**config.mk**
```make
export PLATFORM = sky130hd
export DESIGN_NAME = tqcp_ram
export DESIGN_NICKNAME = d
export VERILOG_FILES = /design/src/rtl/core/tqcp_ram.sv
export SDC_FILE = /design/constraint.sdc
export NUM_CORES = 1
export LEC_CHECK = 0
export ABC_AREA = 1
export BUFFER_PORTS_ARGS = -buffer_cell sky130_fd_sc_hd__buf_2
export CORE_ASPECT_RATIO = 0.6
export CORE_MARGIN = 3
export CORE_UTILIZATION = 56
export CTS_CLUSTER_DIAMETER = 200
export CTS_CLUSTER_SIZE = 28
export DETAILED_ROUTE_END_ITERATION = 12
export PLACE_DENSITY = 0.86
export REMOVE_ABC_BUFFERS = 1
export SYNTH_ARGS = -nofsm -noshare
export SYNTH_HDL_FRONTEND = slang
export SYNTH_SLANG_ARGS = --single-unit
```
**constraint.sdc**
```tcl
create_clock -name clk_i -period 1.4 [get_ports clk_i]
set_input_delay 0.14 -clock clk_i [delete_from_list [all_inputs] [get_ports clk_i]]
set_output_delay 0.14 -clock clk_i [all_outputs]
set_load 0.05 [all_outputs]
```
**src/rtl/core/tqcp_ram.sv**
```systemverilog
// ----------------------------------------------------------------------------
// tqcp_ram
// Generic RAM, one write port, one read port with registered read data.
// ----------------------------------------------------------------------------
module tqcp_ram #(
  parameter int WIDTH = 8,
  parameter int DEPTH = 16
) (
  input  logic                     clk_i,
  input  logic                     we_i,
  input  logic [$clog2(DEPTH)-1:0] waddr_i,
  input  logic [WIDTH-1:0]         wdata_i,
  input  logic [$clog2(DEPTH)-1:0] raddr_i,
  output logic [WIDTH-1:0]         rdata_o
);

  logic [WIDTH-1:0] mem_q [DEPTH];

  always_ff @(posedge clk_i) begin
    if (we_i) begin
      mem_q[waddr_i] <= wdata_i;
    end
    rdata_o <= mem_q[raddr_i];
  end

endmodule

```
==> impl_metrics.py <==
metrics = {
    "timing": {
        "fin_crit_ns": 1.25,
        "slew_viol_final": 0,
        "period_share": 0.892,
        "final.setup.tns_ns": 0,
        "relSlewSlack": 0.715,
        "clock_skew_ns": 0.00784,
        "fmax_ghz": 0.801,
        "setup_viol": 0,
        "tightest_slew_ns": 0.427,
        "hold_viol": 0,
        "rsz0062_at_grt": "no",
    },
    "placement": {
        "numPortBuffers": 25,
        "placed_cell_area_mm2": 0.00613,
        "gp_congestion": 0.850,
        "dp_hpwl_mm": 7.96,
    },
    "worst_setup_path": {
        "crit_chain": "buf_2",
        "critPathKind": "flop to primary output",
        "critPathCaptureType": "primary output",
        "required_ns": 1.26,
        "crit_start": "rdata_o[5]$_DFF_P_",
        "crit_buf_inv": 1,
        "cp-start-kind": "flop",
        "path_max_fanout": 1,
        "path_delay_family": "flip-flops",
        "r2r_start": "mem_q[5][0]$_DFFE_PP_",
        "arrival_ns": 1.11,
        "cpMaxStageDelayCell": "dfxtp_1",
        "crit_path_max_incr_delay_ns": 0.40,
    },
    "global_route": {
        "antenna_found_initial": 0,
        "grt_usage": 0.235,
        "grt_overflow": 0,
        "grt_max_degree": 63,
        "first_global_vias": 3768,
        "grt_pass1_wl_mm": 19.8,
    },
    "final_layout": {
        "drive_above_1_share": 0.126,
        "nets": 614,
        "fin_area_mm2": 0.00668,
        "antenna-diode-count": 0,
        "area_growth_pct": 15.9,
    },
    "power": {
        "max-vdd-ir-drop_mv": 1.06,
        "power_w": 0.00937,
        "p_leak_nw": 2.94,
        "p_per_area_mw_per_mm2": 1400,
    },
    "detailed_routing": {
        "drtIter0Drc": 453,
        "num_vias": 3965,
        "drc": 0,
        "vias_per_cell": 5.33,
        "drt_wl_total_mm": 12.5,
        "firstDrtPassIters": 9,
        "wl_per_cell_um": 16.8,
        "ant_nets": 0,
    },
    "logic_synthesis": {
        "syn-instance-count": 551,
        "synth_top_cell_area_share": 0.667,
        "synth_warnings": 0,
        "synth_cell_types": 12,
        "avgSynthCellArea_um2": 10.5,
        "synth_area_leaders": "edfxtp_1 (67%), nand2_1 (11%), nand3_1 (8.4%)",
        "ys_ff_latch": 136,
        "synth_top_cell_by_area": "edfxtp_1",
        "syn_area_mm2": 0.00577,
        "synth-seq-area-share": 0.694,
    },
    "die": {
        "start_util": 0.580,
        "die-area_mm2": 0.0116,
        "io_pins": 26,
        "std_cell_rows": 28,
        "coreArea_mm2": 0.00995,
        "die_y_um": 84.6,
        "die_width_um": 137,
    },
    "clock_network": {
        "clk_pin_slew_worst_paths_ns": 0.06,
        "clkSinkCount": 136,
        "postCtsSetupRepairBufs": 0,
        "cts_buffer_depth": 2,
        "ctsHoldBuffers": 0,
        "htreeDepth": 4,
        "cts-root-buf": "clkbuf_16",
        "post_cts_resized": 0,
        "cts_made_buffers": 17,
        "clk_latency_ns": 0.42,
        "cts_tree": "built",
    },
    "run": {
        "max-cap-violations": 0,
    },
    "worst_hold_path": {
        "hold_path.class": "input port to flop",
        "min-delay-start": "raddr_i[3]",
    },
    "outcome": {
        "status": "finished, final reports clean",
    },
}
==> cell usage in the layout, fill, tap and decap left out, drive strengths merged <==
| cell type | synthesis | final |
|---|---|---|
| clkbuf | 0 | 28 |
| nand3 | 97 | 97 |
| clkinv | 0 | 3 |
| dfxtp | 8 | 8 |
| buf | 24 | 50 |
| nor2 | 17 | 17 |
| nand2 | 173 | 173 |
| bufinv | 0 | 1 |
| edfxtp | 128 | 128 |
| nand3b | 2 | 2 |
| inv | 102 | 102 |
==> stage by stage <==
step	setup slack [ns]	cells	util	hold WS (ns)
5_1_grt	0.147	744	0.672	0.113
3_5_place_dp	0.167	712	0.616	0.526
3_3_place_gp	0.198	712	0.616	0.523
4_1_cts	0.173	744	0.672	0.0904
6_report	0.152	744	0.672	0.104
2_1_floorplan	0.280	527	-	0.239
==> final timing paths <==
| path | to | slack (ns) | depth (start not counted) |
|---|---|---|---|
| worst max-delay path | rdata_o[5] | 0.15 | 1 |
| worst max register to register | rdata_o[0]$_DFF_P_ | 0.40 | 6 |
| worst min-delay path | rdata_o[7]$_DFF_P_ | 0.10 | 3 |
| worst min register to register | rdata_o[2]$_DFF_P_ | 0.68 | 6 |
==> final cells by class <==
cell class | instances | area, um^2
flip-flops and latches | 136 | 4000
fillers | 725 | 3270
multi-input cells | 289 | 1210
clock buffers | 28 | 507
inverters | 102 | 383
repair buffers | 50 | 363
well taps | 135 | 169
clock inverters | 4 | 45.0
==> registers in the layout, summed over array words and instances, names as in the netlist <==
register	flops
rdata_o	8
mem_q	128
==> metal layers <==
layer	up-vias	track usage	wire length [um]
met4	0	0.0870	259
li1	1863	-	-
met2	210	0.353	5730
met1	1866	0.327	5290
met3	26	0.0719	1230
met5	-	0	0
==> cells in the mapped netlist (all sizes together) <==
master and n:
nor2 17, nand3b 2, nand3 97, buf 24, nand2 173, edfxtp 128, dfxtp 8, inv 102
==> report_power, final <==
group	internal (W)	switching [W]	leakage (nW)
clock network	0.00262	0.00152	0.272
logic	0.000179	0.000470	1.44
registers	0.00455	0.0000265	1.22
total	0.00735	0.00201	2.94
==> logic make-up (layout without fill, tap and decap cells) <==
family | count (synthesis) | after routing | synth area share
buffers and inverters | 126 | 184 | 0.0952
DFF | 136 | 136 | 0.694
and+or+nand+nor | 289 | 289 | 0.210
No activity file was read; power rests on OpenSTA's default activity.
